## config.mk

```make
export PLATFORM = sky130hd
export DESIGN_NAME = infix_to_postfix_converter_unit_flat
export DESIGN_NICKNAME = d
export VERILOG_FILES = /design/src/rtl/itp_pkg.sv /design/src/rtl/itp_if.sv /design/src/rtl/infix_to_postfix_converter_unit.sv /design/src/flat_wrapper.sv
export VERILOG_INCLUDE_DIRS = /design/src /design/src/rtl
export SDC_FILE = /design/constraint.sdc
export NUM_CORES = 1
export LEC_CHECK = 0
export BUFFER_PORTS_ARGS = -buffer_cell sky130_fd_sc_hd__clkbuf_2
export CORE_MARGIN = 3
export CORE_UTILIZATION = 57
export CTS_CLUSTER_SIZE = 40
export DETAILED_ROUTE_END_ITERATION = 10
export HOLD_SLACK_MARGIN = 0.05
export PLACE_DENSITY = 0.85
export RECOVER_POWER = 100
export SLEW_MARGIN = 15
export SYNTH_ARGS = -nofsm -noshare
export SYNTH_HDL_FRONTEND = slang
export SYNTH_SLANG_ARGS = --single-unit
```

## constraint.sdc

```tcl
create_clock -name clk -period 5.4 [get_ports clk]
set_clock_uncertainty 0.05 [all_clocks]
set_input_delay 0.27 -clock clk [delete_from_list [all_inputs] [get_ports clk]]
set_output_delay 0.27 -clock clk [all_outputs]
set_load 0.05 [all_outputs]
```

## src/rtl/infix_to_postfix_converter_unit_macros.svh

```systemverilog
`ifndef INFIX_TO_POSTFIX_CONVERTER_UNIT_MACROS_SVH
`define INFIX_TO_POSTFIX_CONVERTER_UNIT_MACROS_SVH

// same-cycle implication, checked outside reset
`define ITP_ASSERT_NOW(lbl, ante, cons, msg) \
	lbl: assert property (@(posedge clk) disable iff (!arst_n) (ante) |-> (cons)) \
		else $error(msg);

// next-cycle implication, checked outside reset
`define ITP_ASSERT_NEXT(lbl, ante, cons, msg) \
	lbl: assert property (@(posedge clk) disable iff (!arst_n) (ante) |=> (cons)) \
		else $error(msg);

`endif

```

## src/rtl/itp_pkg.sv

```systemverilog
`timescale 1ns / 1ps
`default_nettype none

package itp_pkg;

	localparam int STACK_DEPTH = 16;
	localparam int CNT_W       = $clog2(STACK_DEPTH + 1);
	localparam int IDX_W       = $clog2(STACK_DEPTH);
	localparam int VAL_W       = 32;

	// input token kinds
	localparam logic [3:0] TK_OPERAND = 4'd0;
	localparam logic [3:0] TK_PLUS    = 4'd1;
	localparam logic [3:0] TK_MINUS   = 4'd2;
	localparam logic [3:0] TK_TIMES   = 4'd3;
	localparam logic [3:0] TK_DIVIDE  = 4'd4;
	localparam logic [3:0] TK_NEGATE  = 4'd5;
	localparam logic [3:0] TK_ABS     = 4'd6;
	localparam logic [3:0] TK_OPEN    = 4'd7;
	localparam logic [3:0] TK_CLOSE   = 4'd8;
	localparam logic [3:0] TK_END     = 4'd9;

	// output kinds and stack entry codes
	localparam logic [2:0] OK_OPERAND = 3'd0;
	localparam logic [2:0] OK_STATUS  = 3'd7;
	localparam logic [2:0] SE_OPEN    = 3'd7;

	localparam logic [1:0] ERR_NONE     = 2'd0;
	localparam logic [1:0] ERR_OVERFLOW = 2'd1;
	localparam logic [1:0] ERR_PAREN    = 2'd2;

	typedef struct packed {
		logic [2:0]       kind;
		logic [VAL_W-1:0] value;
		logic [1:0]       err;
	} res_t;

endpackage

`default_nettype wire

```

## src/rtl/itp_if.sv

```systemverilog
`timescale 1ns / 1ps
`default_nettype none

interface itp_tok_if import itp_pkg::*; ();
	logic             valid;
	logic             ready;
	logic [3:0]       token_kind;
	logic [VAL_W-1:0] operand_value;

	modport source (output valid, token_kind, operand_value, input ready);
	modport sink (input valid, token_kind, operand_value, output ready);
endinterface

interface itp_res_if import itp_pkg::*; ();
	logic             valid;
	logic             ready;
	logic [2:0]       out_kind;
	logic [VAL_W-1:0] out_value;
	logic             last_of_run;
	logic [1:0]       error_code;

	modport source (output valid, out_kind, out_value, last_of_run, error_code, input ready);
	modport sink (input valid, out_kind, out_value, last_of_run, error_code, output ready);
endinterface

`default_nettype wire

```

## src/rtl/infix_to_postfix_converter_unit.sv

```systemverilog
// operand or push onto a full stack: result held in the pending register, sent out in flush
// negate, abs or open with room on the stack: pushed at accept, no result, unit stays idle
// binary, close and end tokens: stack popped in their state, then flush; one token in flight
// output stalls hold the sequencer; results pass through a pending register for the last flag
// reset clears the stack count, sequencer and handshake; stack entries are not cleared
`timescale 1ns / 1ps
`default_nettype none
`include "infix_to_postfix_converter_unit_macros.svh"

module infix_to_postfix_converter_unit import itp_pkg::*; (
	input  wire logic  clk,
	input  wire logic  arst_n,
	itp_tok_if.sink    tok,
	itp_res_if.source  res
);

	typedef enum logic [2:0] {S_IDLE, S_BIN, S_CLOSE, S_END, S_FLUSH} state_t;

	state_t           state_q;
	logic [CNT_W-1:0] cnt_q;
	logic [2:0]       kind_q;
	logic             found_q;
	res_t             pnd_q;
	logic             pnd_vld_q;
	res_t             out_q;
	logic             out_last_q;
	logic             out_vld_q;
	logic [2:0]       stack_q [STACK_DEPTH];

	logic             out_free;
	logic             adv;
	logic             tok_acc;
	logic [CNT_W-1:0] cnt_m1;
	logic [2:0]       top;
	logic             full;
	logic             push_en;
	logic [2:0]       push_val;

	function automatic logic [1:0] prio(input logic [2:0] k);
		logic [1:0] p;
		p = 2'd0;
		if (k == TK_PLUS[2:0] || k == TK_MINUS[2:0])
			p = 2'd1;
		else if (k >= TK_TIMES[2:0] && k <= TK_ABS[2:0])
			p = 2'd2;
		return p;
	endfunction

	assign out_free = !out_vld_q || res.ready;
	assign adv      = !pnd_vld_q || out_free;
	assign tok_acc  = tok.valid && tok.ready;
	assign cnt_m1   = cnt_q - CNT_W'(1);
	assign top      = stack_q[cnt_m1[IDX_W-1:0]];
	assign full     = (cnt_q == CNT_W'(STACK_DEPTH));

	assign tok.ready       = (state_q == S_IDLE);
	assign res.valid       = out_vld_q;
	assign res.out_kind    = out_q.kind;
	assign res.out_value   = out_q.value;
	assign res.error_code  = out_q.err;
	assign res.last_of_run = out_last_q;

	// push decode shared by the idle accept and the binary operator step
	always_comb begin
		push_en  = 1'b0;
		push_val = tok.token_kind[2:0];
		if (tok_acc && !full &&
		    (tok.token_kind == TK_NEGATE || tok.token_kind == TK_ABS ||
		     tok.token_kind == TK_OPEN)) begin
			push_en = 1'b1;
		end else if (state_q == S_BIN && adv && !full &&
		             !(cnt_q != '0 && prio(top) >= prio(kind_q))) begin
			push_en  = 1'b1;
			push_val = kind_q;
		end
	end

	always_ff @(posedge clk) begin
		if (push_en)
			stack_q[cnt_q[IDX_W-1:0]] <= push_val;
	end

	always_ff @(posedge clk or negedge arst_n) begin
		if (!arst_n) begin
			state_q    <= S_IDLE;
			cnt_q      <= '0;
			kind_q     <= '0;
			found_q    <= 1'b0;
			pnd_vld_q  <= 1'b0;
			out_vld_q  <= 1'b0;
			out_last_q <= 1'b0;
			pnd_q      <= '0;
			out_q      <= '0;
		end else begin
			if (res.ready)
				out_vld_q <= 1'b0;
			if (push_en)
				cnt_q <= cnt_q + CNT_W'(1);

			unique case (state_q)
				S_IDLE: begin
					if (tok_acc) begin
						kind_q  <= tok.token_kind[2:0];
						found_q <= 1'b0;
						priority case (1'b1)
							tok.token_kind == TK_OPERAND: begin
								pnd_q     <= '{kind: OK_OPERAND, value: tok.operand_value,
								               err: ERR_NONE};
								pnd_vld_q <= 1'b1;
								state_q   <= S_FLUSH;
							end
							tok.token_kind >= TK_PLUS && tok.token_kind <= TK_DIVIDE:
								state_q <= S_BIN;
							tok.token_kind >= TK_NEGATE && tok.token_kind <= TK_OPEN: begin
								if (full) begin
									pnd_q     <= '{kind: OK_STATUS, value: '0,
									               err: ERR_OVERFLOW};
									pnd_vld_q <= 1'b1;
									state_q   <= S_FLUSH;
								end
							end
							tok.token_kind == TK_CLOSE:
								state_q <= S_CLOSE;
							tok.token_kind == TK_END:
								state_q <= S_END;
							default: ;
						endcase
					end
				end
				S_BIN: begin
					if (adv) begin
						if (pnd_vld_q) begin
							out_q      <= pnd_q;
							out_last_q <= 1'b0;
							out_vld_q  <= 1'b1;
						end
						pnd_vld_q <= 1'b0;
						if (cnt_q != '0 && prio(top) >= prio(kind_q)) begin
							pnd_q     <= '{kind: top, value: '0, err: ERR_NONE};
							pnd_vld_q <= 1'b1;
							cnt_q     <= cnt_m1;
						end else begin
							if (full) begin
								pnd_q     <= '{kind: OK_STATUS, value: '0, err: ERR_OVERFLOW};
								pnd_vld_q <= 1'b1;
							end else begin
								pnd_vld_q <= pnd_vld_q;
							end
							state_q <= S_FLUSH;
						end
						// pending item stays only when nothing new replaces it
						if (!(cnt_q != '0 && prio(top) >= prio(kind_q)) && !full) begin
							out_vld_q <= out_vld_q && !res.ready;
						end
					end
				end
				S_CLOSE: begin
					if (adv) begin
						if (cnt_q == '0) begin
							if (pnd_vld_q) begin
								out_q      <= pnd_q;
								out_last_q <= 1'b0;
								out_vld_q  <= 1'b1;
							end
							pnd_q     <= '{kind: OK_STATUS, value: '0, err: ERR_PAREN};
							pnd_vld_q <= 1'b1;
							state_q   <= S_FLUSH;
						end else begin
							cnt_q <= cnt_m1;
							if (top == SE_OPEN) begin
								state_q <= S_FLUSH;
							end else begin
								if (pnd_vld_q) begin
									out_q      <= pnd_q;
									out_last_q <= 1'b0;
									out_vld_q  <= 1'b1;
								end
								pnd_q     <= '{kind: top, value: '0, err: ERR_NONE};
								pnd_vld_q <= 1'b1;
							end
						end
					end
				end
				S_END: begin
					if (adv) begin
						if (cnt_q == '0) begin
							if (found_q) begin
								if (pnd_vld_q) begin
									out_q      <= pnd_q;
									out_last_q <= 1'b0;
									out_vld_q  <= 1'b1;
								end
								pnd_q     <= '{kind: OK_STATUS, value: '0, err: ERR_PAREN};
								pnd_vld_q <= 1'b1;
							end
							state_q <= S_FLUSH;
						end else begin
							cnt_q <= cnt_m1;
							if (top == SE_OPEN) begin
								found_q <= 1'b1;
							end else begin
								if (pnd_vld_q) begin
									out_q      <= pnd_q;
									out_last_q <= 1'b0;
									out_vld_q  <= 1'b1;
								end
								pnd_q     <= '{kind: top, value: '0, err: ERR_NONE};
								pnd_vld_q <= 1'b1;
							end
						end
					end
				end
				S_FLUSH: begin
					if (!pnd_vld_q) begin
						state_q <= S_IDLE;
					end else if (out_free) begin
						out_q      <= pnd_q;
						out_last_q <= 1'b1;
						out_vld_q  <= 1'b1;
						pnd_vld_q  <= 1'b0;
						state_q    <= S_IDLE;
					end
				end
				default: state_q <= S_IDLE;
			endcase
		end
	end

	`ITP_ASSERT_NOW(a_cnt_bound, 1'b1, cnt_q <= CNT_W'(STACK_DEPTH), "stack count past depth")
	`ITP_ASSERT_NOW(a_idle_empty, state_q == S_IDLE, !pnd_vld_q, "pending result left at idle")
	`ITP_ASSERT_NOW(a_err_status, res.valid && res.error_code != ERR_NONE,
		res.out_kind == OK_STATUS && res.last_of_run, "error on a non-status result")
	`ITP_ASSERT_NEXT(a_flush_last, state_q == S_FLUSH && pnd_vld_q && out_free,
		res.valid && res.last_of_run, "flush did not deliver the last result")

endmodule

`default_nettype wire

```

## src/flat_wrapper.sv

```systemverilog
// flat-port wrapper written by rule: the top's interface ports become plain ports
module infix_to_postfix_converter_unit_flat import itp_pkg::*;
  (clk, arst_n, tok_valid, tok_token_kind, tok_operand_value, tok_ready, res_valid, res_out_kind, res_out_value, res_last_of_run, res_error_code, res_ready);
  itp_tok_if tok_i ();
  itp_res_if res_i ();
  input  wire logic clk;
  input  wire logic arst_n;
  input wire logic [$bits(tok_i.valid)-1:0] tok_valid;
  input wire logic [$bits(tok_i.token_kind)-1:0] tok_token_kind;
  input wire logic [$bits(tok_i.operand_value)-1:0] tok_operand_value;
  output wire logic [$bits(tok_i.ready)-1:0] tok_ready;
  output wire logic [$bits(res_i.valid)-1:0] res_valid;
  output wire logic [$bits(res_i.out_kind)-1:0] res_out_kind;
  output wire logic [$bits(res_i.out_value)-1:0] res_out_value;
  output wire logic [$bits(res_i.last_of_run)-1:0] res_last_of_run;
  output wire logic [$bits(res_i.error_code)-1:0] res_error_code;
  input wire logic [$bits(res_i.ready)-1:0] res_ready;
  assign tok_i.valid = tok_valid;
  assign tok_i.token_kind = tok_token_kind;
  assign tok_i.operand_value = tok_operand_value;
  assign tok_ready = tok_i.ready;
  assign res_valid = res_i.valid;
  assign res_out_kind = res_i.out_kind;
  assign res_out_value = res_i.out_value;
  assign res_last_of_run = res_i.last_of_run;
  assign res_error_code = res_i.error_code;
  assign res_i.ready = res_ready;
  infix_to_postfix_converter_unit u_core (.clk(clk), .arst_n(arst_n), .tok(tok_i), .res(res_i));
endmodule
```

# --- Word level (Yosys, flattened, before mapping) ---
# Memories as Yosys holds them, arrays and structs flattened.
# Cells that the tools add are included.
classes:
  n_addsub: 2
  order_cmp: 10
  n_eq_ne: 32
  n_mux: 109
  reduce_logical: 41
op_table:
  columns: ["cell", "count"]
  rows:
  - ["$mux 37", 23]
  - ["$pmux 37 s4", 2]
  - ["$mux 3", 18]
  - ["$mux 1", 45]
  - ["$mux 5", 5]
  - ["$mux 2", 10]
  - ["$reduce_and 8->1", 2]
  - ["$pmux 3 s5", 1]
  - ["$logic_and 1x1->1", 14]
  - ["$ne 2x1->1 const B", 7]
  - ["$eq 3x2->1 const B", 4]
  - ["$eq 4x3->1 const B", 3]
  - ["$pmux 5 s2", 1]
  - ["$reduce_and 10->1", 1]
  - ["$reduce_bool 5->1", 2]
  - ["$eq 3x1->1 const B", 3]
  - ["$ne 3x3->1 const B", 3]
  - ["$eq 4x4->1 const B", 2]
  - ["$le 4x3->1 const B", 2]
  - ["$pmux 1 s4", 2]
  - ["$reduce_bool 4->1", 2]
  - ["$reduce_and 7->1", 1]
  - ["$eq 3x3->1 const B", 2]
  - ["$ge 3x2->1 const B", 2]
  - ["other kinds (23)", 37]
word_totals:
  regBits: 89
  mem_bits_rw: 48
  out_inout_bits: 40
  elab_cells: 208
  mem_count: 1
memory_table:
  columns: ["memory", "words", "width", "read_ports", "rd_ports_with_merged_regs", "write_ports", "line", "source"]
  rows:
  - ["u_core.stack_q", 16, 3, 1, 0, 1, "infix_to_postfix_converter_unit.sv:28", "logic [2:0] stack_q [STACK_DEPTH];"]

# --- Depth between registers and ports, before layout ---
# Gate-level depths: netlist of run 1.
# An unclocked memory read counts as a cell.
logic_depth:
  ltp_word: 17
  depth_mapped: 19

# --- Worst setup path before layout of run 1 ---
# OpenSTA, ideal clock, no wires.
synth_path:
  kind: "flip-flop to flip-flop"
  from: "register u_core.cnt_q[0]"
  to: "memory u_core.stack_q[3][0] (enable)"
  setup_time_ns: 0.345
  arrival_time_ns: 4.042
  t_required_ns: 5.005
  setup_slack_ns: 0.963
  path_stages_with_launch: 18
  path_buffers: 3
  path_cell_list: "dfrtp_1 buf_2 inv_1 ha_1 buf_4 buf_4 mux2i_1 mux4_2 xor2_1 nor2_1 a211o_1 ha_1 nand2b_1 a21oi_1 o2111ai_1 o31ai_1 nand2_1 nor3_1"
synth_via:
  elab_chain_cells: 15
synth_lines:
  columns: ["item", "line", "source"]
  rows:
  - ["from (decl)", "infix_to_postfix_converter_unit.sv:20", "logic [CNT_W-1:0] cnt_q;"]
  - ["from (signal assigned)", "infix_to_postfix_converter_unit.sv:98", "cnt_q <= cnt_q + CNT_W'(1);"]
  - ["from (signal assigned)", "infix_to_postfix_converter_unit.sv:141", "cnt_q <= cnt_m1;"]
  - ["from (signal assigned)", "infix_to_postfix_converter_unit.sv:169", "cnt_q <= cnt_m1;"]
  - ["$sub 5x1->5", "infix_to_postfix_converter_unit.sv:52", "assign cnt_m1 = cnt_q - CNT_W'(1);"]
  - ["$mem_v2 16x3", null, null]
  - ["$ge 3x2->1 or $le 3x3->1 (tied branches)", "infix_to_postfix_converter_unit.sv:44", "else if (k >= TK_TIMES[2:0] && k <= TK_ABS[2:0])"]
  - ["$logic_and 1x1->1", "infix_to_postfix_converter_unit.sv:44", null]
  - ["$mux 2", "infix_to_postfix_converter_unit.sv:44", null]
  - ["$mux 2", null, null]
  - ["$mux 2", "infix_to_postfix_converter_unit.sv:67", "if (tok_acc && !full &&"]
  - ["$ge 2x2->1", "infix_to_postfix_converter_unit.sv:72", "!(cnt_q != '0 && prio(top) >= prio(kind_q))) begin"]
  - ["$logic_and 1x1->1", "infix_to_postfix_converter_unit.sv:72", null]
  - ["$logic_not 1->1", "infix_to_postfix_converter_unit.sv:72", null]
  - ["$logic_and 1x1->1", "infix_to_postfix_converter_unit.sv:71", "end else if (state_q == S_BIN && adv && !full &&"]
  - ["$mux 1", "infix_to_postfix_converter_unit.sv:71", null]
  - ["$mux 1", "infix_to_postfix_converter_unit.sv:67", null]
  - ["$mux 1", "infix_to_postfix_converter_unit.sv:79", "if (push_en)"]
  - ["$mux 1 (implied by the code)", "infix_to_postfix_converter_unit.sv:80", "stack_q[cnt_q[IDX_W-1:0]] <= push_val;"]
  - ["to (decl)", "infix_to_postfix_converter_unit.sv:28", null]
# Parallel ways exist; a longest one is shown, timed or not. The select of a mux whose other input is x is not followed.

# --- Final worst setup path of run 1 ---
layout_path:
  from: "register u_core.cnt_q[0]"
  to: "memory u_core.stack_q[3][1] (enable)"
# Same word-level chain as after synthesis.

==> flow_summary.ini, run 1 <==
[logic_synthesis]
synthTopCellsByCount = 89 x dfrtp_1, 48 x edfxtp_1, 44 x mux2_2
synth-seq-area-share_pct = 60.4
post_synth_num_cell_types = 55
synth.most_common_cell = dfrtp_1
ys_warn_count = 0
synth_largest_area_cell = dfrtp_1
synth_top_flop_cell = dfrtp_1
syn_area_mm2 = 0.00607
ys_ff_latch = 137
synth_edf_count = 48
syn_inst = 443
synth_nets = 490
synthArstFlopShare_pct = 65.0
synth_top_area_share_pct = 36.7
synthTopCellsByArea = dfrtp_1 37%, edfxtp_1 24%, mux2_2 8.2%, mux2i_1 4.8%, a22o_1 4.8%
synth_area_per_cell_um2 = 13.7

[detailed_routing]
dr.pass1.iters = 7
post_drt_wl_per_cell_um = 20.5
routed_wl_mm = 14.5
ant_nets = 0
viasPerCell = 5.95
vias = 4233
drc = 0
initialDrtViolationCount = 338

[critical_path]
required_ps = 5530
critPathMaxFanout = 8
criticalPathCategory = reg -> reg
regToRegSetupSlack_ps = 430
startpoint = u_core.cnt_q[0]
reg2reg_depth = 13
critical_path.startpoint_type = flop
crit_arrival_ps = 5100
cp-end-kind = flop
regToRegEndpoint = u_core.stack_q[3][1]
r2r_start = u_core.cnt_q[0]

[global_routing]
first_global_vias = 4256
grt_max_degree = 90
antenna_found_initial = 0
grt_overflow = 0
grt_usage_pct = 25.4
grt_pass1_wl_mm = 22.6

[cts]
htree_num_levels = 4
clk_pin_slew_ps = 70
cts_tree = done
cts.sinks = 137
cts_buffers = 17
worstSkewPairLatency_ps = 530
clockBufferDepth = 2
root_buffer = clkbuf_8

[pwr]
p_int_mw = 2.77
power_leakage_nw = 3.24
switching_share_pct = 40.4
sequentialPowerShare_pct = 33.4
peakVddDrop_uv = 273
power.switching_mw = 1.88
clockPowerShare_pct = 24.2
comb_power_share_pct = 42.4
powerDensity_mw_per_mm2 = 626

[floorplanning]
core.rowCount = 37
dieArea_mm2 = 0.0119
io_pins = 80
dieHeight_um = 109
initial_core_util_pct = 58.8
die_w_um = 109
core_mm2 = 0.0103

[sta]
report.final.setup_viol = 0
slew_violations = 110
rsz0062_at_grt = no
max_freq_ghz = 0.201
period_share_pct = 92.0
setup-tns-final_ps = 0
maxSlewHeadroom_pct = -131
finalHoldViolations = 0
tightestPinTransition_ps = 3460
period_needed_ps = 4970
fin_ws_ps = 432

[place]
dp.cells = 641
pre_cts_ws_ps = 448
place_congestion = 0.935
io_buffer_count = 79
post-dp-hpwl_mm = 8.64

[layout]
diodes = 0
layout.nets = 609
instances_no_fill = 711
final_layout_size_suffix_gt1_share_pct = 21.7
area_growth_pct = 22.6

[outcome]
failed_checks = max-capacitance violations, max-slew violations
status = finished, violations left

[worst_hold_path]
hold_depth = 3
hold_end = u_core.found_q
min_path_type = in -> reg
hold_start = tok_valid

[job]
cap_violations = 2
-- sequential cells by signal (all words and copies together) (netlist names) --
name	flops
u_core.res.last_of_run	1
u_core.state_q	3
u_core.res.out_kind	3
u_core.res.out_value	32
u_core.found_q	1
u_core.res.valid	1
u_core.stack_q	48
u_core.pnd_q	37
u_core.res.error_code	2
u_core.cnt_q	5
u_core.pnd_vld_q	1
u_core.kind_q	3
-- how the worst max path moves through the flow --
stage	end	slack (ps)	cells past startpoint
after floorplan	u_core.stack_q[3][0]	960	17
final	u_core.stack_q[3][1]	430	13
after global routing	u_core.stack_q[3][2]	5	13
after CTS	u_core.stack_q[0][2]	380	13
after detailed placement	u_core.stack_q[3][1]	450	13
after global placement	u_core.stack_q[2][1]	820	13
-- placed cells by master (no fill, tap or decap), types with 3 or more instances in the layout --
master,instances
o31ai_1,3
buf_4,3
mux4_2,4
nor3b_1,3
o21ai_0,14
inv_6,5
nand3_1,5
nand2b_1,5
edfxtp_1,48
xor2_1,3
nor2_1,24
a2bb2oi_1,3
nand2_1,23
mux2i_1,29
a22o_1,33
nor2b_1,4
inv_1,7
inv_8,5
clkbuf_16,16
a21oi_1,20
dfrtp_1,89
xnor2_1,8
mux2_2,40
nor3_1,9
dlygate4sd3_1,37
clkbuf_1,43
ha_1,7
mux2_1,4
clkbuf_2,38
-- critical path: stages, from the launching register on --
cell and delay, ps:
dfrtp_1 390, inv_1 220, ha_1 300, xor2_2 390, mux4_1 690, xnor2_1 160, a211o_1 290, ha_1 280
nand2b_1 140, a21oi_1 380, o2111ai_1 280, o31ai_1 350, nand2_1 290, nor3_1 410
-- layer usage --
| metal | wire (µm) | track usage [%] | vias up |
|---|---|---|---|
| li1 | - | - | 1906 |
| met1 | 5990 | 31.2 | 2115 |
| met2 | 7260 | 42.8 | 178 |
| met3 | 995 | 6.75 | 34 |
| met4 | 293 | 10.1 | 0 |
| met5 | 0 | 0 | - |
-- area by class of cell --
class	count	area, µm²
fill	634	2880
tap	136	170
clock buffer	18	428
inverter	8	30.0
multi-input combinational	277	2250
clock inverter	14	148
sequential	137	3670
timing repair buffer	121	744
-- power by group through the flow --
stage                     clock network, mW  logic [mW]  registers, mW
after global placement                    0        1.86           1.53
after CTS                              1.14        1.98           1.53
after floorplan                           0        1.44           1.63
final                                  1.13        1.97           1.56
after global routing                   1.19        2.17           1.58
after detailed placement                  0        1.94           1.55
-- cell families after synthesis --
family                     share of synthesized area [%]
AOI/OAI and AO/OA                                   10.9
adders and majority gates                           1.44
and+or+nand+nor                                     7.57
DFF                                                 60.4
muxes                                               15.3
xor gates and xnor gates                            1.86
buffers and inverters                               2.51
-- what timing repair did --
action,4_1_cts,5_1_grt
gates resized for setup,0,1
hold buffers,37,0
endpoints found under the setup margin,0,3
hold endpoints to repair,125,0
buffers inserted,0,0
-- per-stage QoR --
| step | cell area (µm²) | hold slack, ps | util [%] | power, mW |
|---|---|---|---|---|
| 2_1_floorplan | 6070 | -75.6 | - | 3.07 |
| 3_3_place_gp | 6550 | 416 | 63.5 | 3.39 |
| 3_5_place_dp | 6550 | 435 | 63.5 | 3.49 |
| 4_1_cts | 7500 | 62.3 | 72.6 | 4.65 |
| 5_1_grt | 7440 | 97.8 | 72.1 | 4.94 |
| 6_report | 7440 | 82.4 | 72.1 | 4.66 |
(Power assumes the default switching activity.)
==> run 2: changes to the inputs <==
--- a/config.mk
+++ b/config.mk
@@ -11,7 +11,9 @@
 export CORE_UTILIZATION = 57
 export CTS_CLUSTER_SIZE = 40
 export DETAILED_ROUTE_END_ITERATION = 10
+export GPL_TIMING_DRIVEN = 0
 export HOLD_SLACK_MARGIN = 0.05
+export MAX_ROUTING_LAYER = met4
 export PLACE_DENSITY = 0.85
 export RECOVER_POWER = 100
 export SLEW_MARGIN = 15
==> flow_summary.ini, run 2 (same netlist as run 1, synthesis figures left out) <==
[outcome]
status = finished, violations left
failed_checks = max-capacitance violations, max-slew violations

[detailed_routing]
ant_nets = 0
vias = 4273
viasPerCell = 5.86
routed_wl_mm = 14.6
drc = 0
post_drt_wl_per_cell_um = 20.1
initialDrtViolationCount = 309
dr.pass1.iters = 5

[sta]
rsz0062_at_grt = no
maxSlewHeadroom_pct = -109
max_freq_ghz = 0.196
period_share_pct = 94.3
setup-tns-final_ps = 0
slew_violations = 92
period_needed_ps = 5090
report.final.setup_viol = 0
finalHoldViolations = 0
fin_hold_ws_ps = 170
fin_ws_ps = 310
tightestPinTransition_ps = 3130

[critical_path]
regToRegEndpoint = u_core.stack_q[11][1]
criticalPathCategory = reg -> reg
regToRegSetupSlack_ps = 310
r2r_start = u_core.cnt_q[0]
slowest_delay_ps = 530
critPathBufInv = 4
cp_cell_sequence = buf_2 > inv_1 > ha_1 > buf_4 > buf_4 > mux2i_1 > mux4_2 > xor2_1 > nor2_1 > a211o_1 > ha_1 > nand2b_1 > a21oi_1 > o2111ai_1 > o31ai_2 > nand2_1 > nor2_1
crit_arrival_ps = 5250
critical_path.startpoint_type = flop
critPathMaxFanout = 10
startpoint = u_core.cnt_q[0]
reg2reg_depth = 17
cp-end-kind = flop
critical_path.endpoint = u_core.stack_q[11][1]
crit_family = compound AO/OA/AOI/OAI gates
slowest_stage = mux4_2
required_ps = 5560
worst-path-stages = 17

[place]
place_congestion = 0.938
io_buffer_count = 79
post-dp-hpwl_mm = 8.69
pre_cts_ws_ps = 104

[layout]
final_common_cell = dfrtp_1
final_layout_size_suffix_gt1_share_pct = 22.8
layout.nets = 627
largest_register_ffs = 48
ff_latch_area_mm2 = 0.00367
fin_util_pct = 73.3
mostFrequentLayoutCells = 89 x dfrtp_1, 52 x clkbuf_1, 48 x edfxtp_1, 41 x clkbuf_2, 38 x dlygate4sd3_1
multiInputGateArea_mm2 = 0.00226
area_growth_pct = 24.6
fillCellCount = 648
diodes = 0

[worst_hold_path]
min_path_type = in -> reg
hold_depth = 4

[cts]
htree_num_levels = 4
clk_pin_slew_ps = 60
cts.sinks = 137
clockBufferDepth = 2
cts_buffers = 17
worstSkewPairLatency_ps = 530
cts_setup_buffers = 0
root_buffer = clkbuf_8
cts_tree = done

[global_routing]
grt_max_degree = 62
grt_usage_pct = 26.4
antenna_found_initial = 0
grt_pass1_wl_mm = 22.8
first_global_vias = 4402
grt_overflow = 0

[pwr]
switching_share_pct = 39.9
peakVddDrop_uv = 308
p_int_mw = 2.85
power_leakage_nw = 3.30
comb_power_share_pct = 44.0
clockPowerShare_pct = 24.5
powerDensity_mw_per_mm2 = 627
sequentialPowerShare_pct = 31.5
power.switching_mw = 1.89

[floorplanning]
core_mm2 = 0.0103
io_pins = 80
core.rowCount = 37
die_w_um = 109
dieHeight_um = 109
initial_core_util_pct = 58.8
dieArea_mm2 = 0.0119

[job]
cap_violations = 2
-- run 2: cell types whose count changed in the layout (fill, tap and decap cells not counted), moves of 3 or more --
cell,previous run,this run
buf_2,0,4
inv_8,5,2
clkbuf_1,43,52
mux2_2,40,37
clkbuf_2,38,41
mux2_1,4,7
-- run 2: per-stage QoR --
step / cell area, µm² / instances / total power [mW]
2_1_floorplan: 6070 / 443 / 3.07
4_1_cts: 7650 / 729 / 4.75
5_1_grt: 7560 / 729 / 5.00
6_report: 7560 / 729 / 4.74
3_5_place_dp: 6670 / 659 / 3.55
3_3_place_gp: 6640 / 658 / 3.47
-- run 2: power groups by stage --
| stage | Sequential (mW) | Clock, mW | Combinational (mW) |
|---|---|---|---|
| after global placement | 1.48 | 0 | 1.99 |
| after global routing | 1.51 | 1.22 | 2.26 |
| after CTS | 1.48 | 1.17 | 2.10 |
| after detailed placement | 1.50 | 0 | 2.05 |
| final | 1.49 | 1.16 | 2.09 |
| after floorplan | 1.63 | 0 | 1.44 |
-- run 2: routing by layer --
metal | track usage, % | vias up | routed length, µm
li1 | - | 1941 | -
met1 | 29.9 | 2131 | 5960
met2 | 45.0 | 166 | 7470
met3 | 6.22 | 35 | 773
met4 | 11.2 | 0 | 431
met5 | - | - | 0
-- run 2: worst min-delay path by stage --
stage	startpoint	endpoint	slack, ps
floorplan	arst_n	u_core.cnt_q[0]	-80
global placement	u_core.pnd_q[1]	u_core.pnd_q[1]	430
detailed placement	arst_n	u_core.res.out_value[18]	210
CTS	res_ready	u_core.res.valid	130
global route	res_ready	u_core.res.valid	140
finish	res_ready	u_core.res.valid	170
-- run 2: tightest hold or removal path, cell delays in order --
cell and delay, ps:
clkbuf_2 90, nor2b_1 80, a41oi_1 190, nand2_1 70
-- run 2: timing repair --
item | in CTS | in global routing
hold buffers | 38 | 0
gates resized for setup | 0 | 7
endpoints found under the setup margin | 0 | 42
endpoints found under the hold margin | 126 | 0
-- run 2: final cells by class --
class | instances | share of cell area (%)
clock buffer | 20 | 6.32
sequential | 137 | 48.5
timing repair buffer | 118 | 9.63
tap | 136 | 2.25
buffer | 21 | 1.31
inverter | 8 | 0.397
multi-input combinational | 277 | 29.9
clock inverter | 12 | 1.65
==> run 3: changes to the inputs <==
--- a/config.mk
+++ b/config.mk
@@ -15,7 +15,7 @@
 export HOLD_SLACK_MARGIN = 0.05
 export MAX_ROUTING_LAYER = met4
 export PLACE_DENSITY = 0.85
-export RECOVER_POWER = 100
+export RECOVER_POWER = 50
 export SLEW_MARGIN = 15
 export SYNTH_ARGS = -nofsm -noshare
 export SYNTH_HDL_FRONTEND = slang
==> flow_summary.ini, run 3 (same netlist as run 1, synthesis figures left out) <==
[layout]
final_layout_size_suffix_gt1_share_pct = 24.1
largest_register_ffs = 48
layout.nets = 627
fillCellCount = 640
multiInputGateArea_mm2 = 0.00227
ff_latch_area_mm2 = 0.00367
mostFrequentLayoutCells = 89 x dfrtp_1, 52 x clkbuf_1, 48 x edfxtp_1, 44 x mux2_2
final_common_cell = dfrtp_1
area_growth_pct = 25.1
diodes = 0
final_area_mm2 = 0.00759

[cts]
worstSkewPairLatency_ps = 530
cts_tree = done
root_buffer = clkbuf_8
clockBufferDepth = 2
clk_pin_slew_ps = 60
htree_num_levels = 4
cts_setup_buffers = 0
cts.sinks = 137
cts_buffers = 17

[pwr]
power.switching_mw = 1.90
peakVddDrop_uv = 310
power_leakage_nw = 3.30
p_int_mw = 2.87
clockPowerShare_pct = 24.4
powerDensity_mw_per_mm2 = 629
sequentialPowerShare_pct = 31.2
switching_share_pct = 39.8
comb_power_share_pct = 44.4

[critical_path]
crit_arrival_ps = 5250
required_ps = 5560
cp-end-kind = flop
regToRegSetupSlack_ps = 300
critPathMaxFanout = 10
critical_path.startpoint_type = flop
criticalPathCategory = reg -> reg

[job]
cap_violations = 2

[floorplanning]
die_w_um = 109
core.rowCount = 37
core_mm2 = 0.0103
dieArea_mm2 = 0.0119
initial_core_util_pct = 58.8
dieHeight_um = 109
io_pins = 80

[sta]
maxSlewHeadroom_pct = -110
finalHoldViolations = 0
setup-tns-final_ps = 0
max_freq_ghz = 0.196
rsz0062_at_grt = no
tightestPinTransition_ps = 3150
slew_violations = 92
period_share_pct = 94.4
report.final.setup_viol = 0
period_needed_ps = 5100

[global_routing]
grt_usage_pct = 26.4
grt_max_degree = 62
antenna_found_initial = 0
grt_overflow = 0
grt_pass1_wl_mm = 22.8
first_global_vias = 4402

[outcome]
failed_checks = max-capacitance violations, max-slew violations
status = finished, violations left

[detailed_routing]
dr.pass1.iters = 5
post_drt_wl_per_cell_um = 20.2
ant_nets = 0
routed_wl_mm = 14.7
drc = 0
initialDrtViolationCount = 304
vias = 4301
viasPerCell = 5.90

[place]
post-dp-hpwl_mm = 8.69
place_area_mm2 = 0.00667
io_buffer_count = 79
place_congestion = 0.938

[worst_hold_path]
min_path_type = in -> reg
run 3: cell count changes in the layout (fill, tap and decap cells not counted), moves of 3 or more:
| cell | delta |
|---|---|
| mux2_2 | +7 |
| mux2_1 | -7 |
| clkbuf_2 | -3 |
| buf_6 | +3 |
run 3: path summary, 6_finish.rpt:
path | from | endpoint | cells after the start
min reg2reg | u_core.res.out_kind[1] | u_core.res.out_kind[1] | 1
max in group asynchronous | arst_n | u_core.res.out_value[29] | 3
max | u_core.cnt_q[0] | u_core.stack_q[9][0] | 17
max reg2reg | u_core.cnt_q[0] | u_core.stack_q[9][0] | 17
min | res_ready | u_core.res.valid | 4
min in group asynchronous | arst_n | u_core.cnt_q[2] | 2
run 3: per-stage QoR:
step                      utilization, %  power (mW)  hold slack, ps  std cells  worst slack, ps
after global routing                73.5        5.03             142        729             39.0
final                               73.5        4.78             162        729              305
after CTS                           74.1        4.75             126        729             92.4
after global placement              64.3        3.47             430        658              259
after floorplan                        -        3.07           -75.6        443              963
after detailed placement            64.6        3.55             210        659              104
run 3: routing by layer:
| layer | part of all wire, % | up-vias | GRT usage, % |
|---|---|---|---|
| met5 | 0 | - | - |
| met4 | 2.7 | 0 | 11.2 |
| met3 | 5.3 | 29 | 6.22 |
| met2 | 51 | 168 | 45.0 |
| met1 | 41 | 2158 | 29.9 |
| li1 | - | 1946 | - |
run 3: final cells by class:
| class | count | area share, % |
|---|---|---|
| inverter | 8 | 0.396 |
| clock inverter | 12 | 1.65 |
| timing repair buffer | 118 | 9.59 |
| multi-input combinational | 277 | 30.0 |
| sequential | 137 | 48.3 |
| tap | 136 | 2.24 |
| clock buffer | 20 | 6.30 |
| buffer | 21 | 1.55 |
run 3: power groups by stage:
stage / clock network (mW) / registers (mW) / logic, mW
final: 1.16 / 1.49 / 2.12
after global routing: 1.22 / 1.51 / 2.29
after CTS: 1.17 / 1.48 / 2.10
after detailed placement: 0 / 1.50 / 2.05
after global placement: 0 / 1.48 / 1.99
after floorplan: 0 / 1.63 / 1.44
run 3: critical path, stage by stage (launching register included):
cell and delay (ps):
dfrtp_1 380, buf_2 240, inv_1 180, ha_1 330, buf_4 180, buf_4 200, mux2i_1 140, mux4_2 530
xor2_1 160, nor2_1 50, a211o_1 300, ha_1 290, nand2b_1 140, a21oi_1 380, o2111ai_1 310, o31ai_2 270
nand2_1 300, nor2_1 330
run 3: timing repair:
action / 4_1_cts / 5_1_grt
hold buffers: 38 / 0
setup endpoints to repair: 0 / 42
gates resized for setup: 0 / 7
endpoints found under the hold margin: 126 / 0
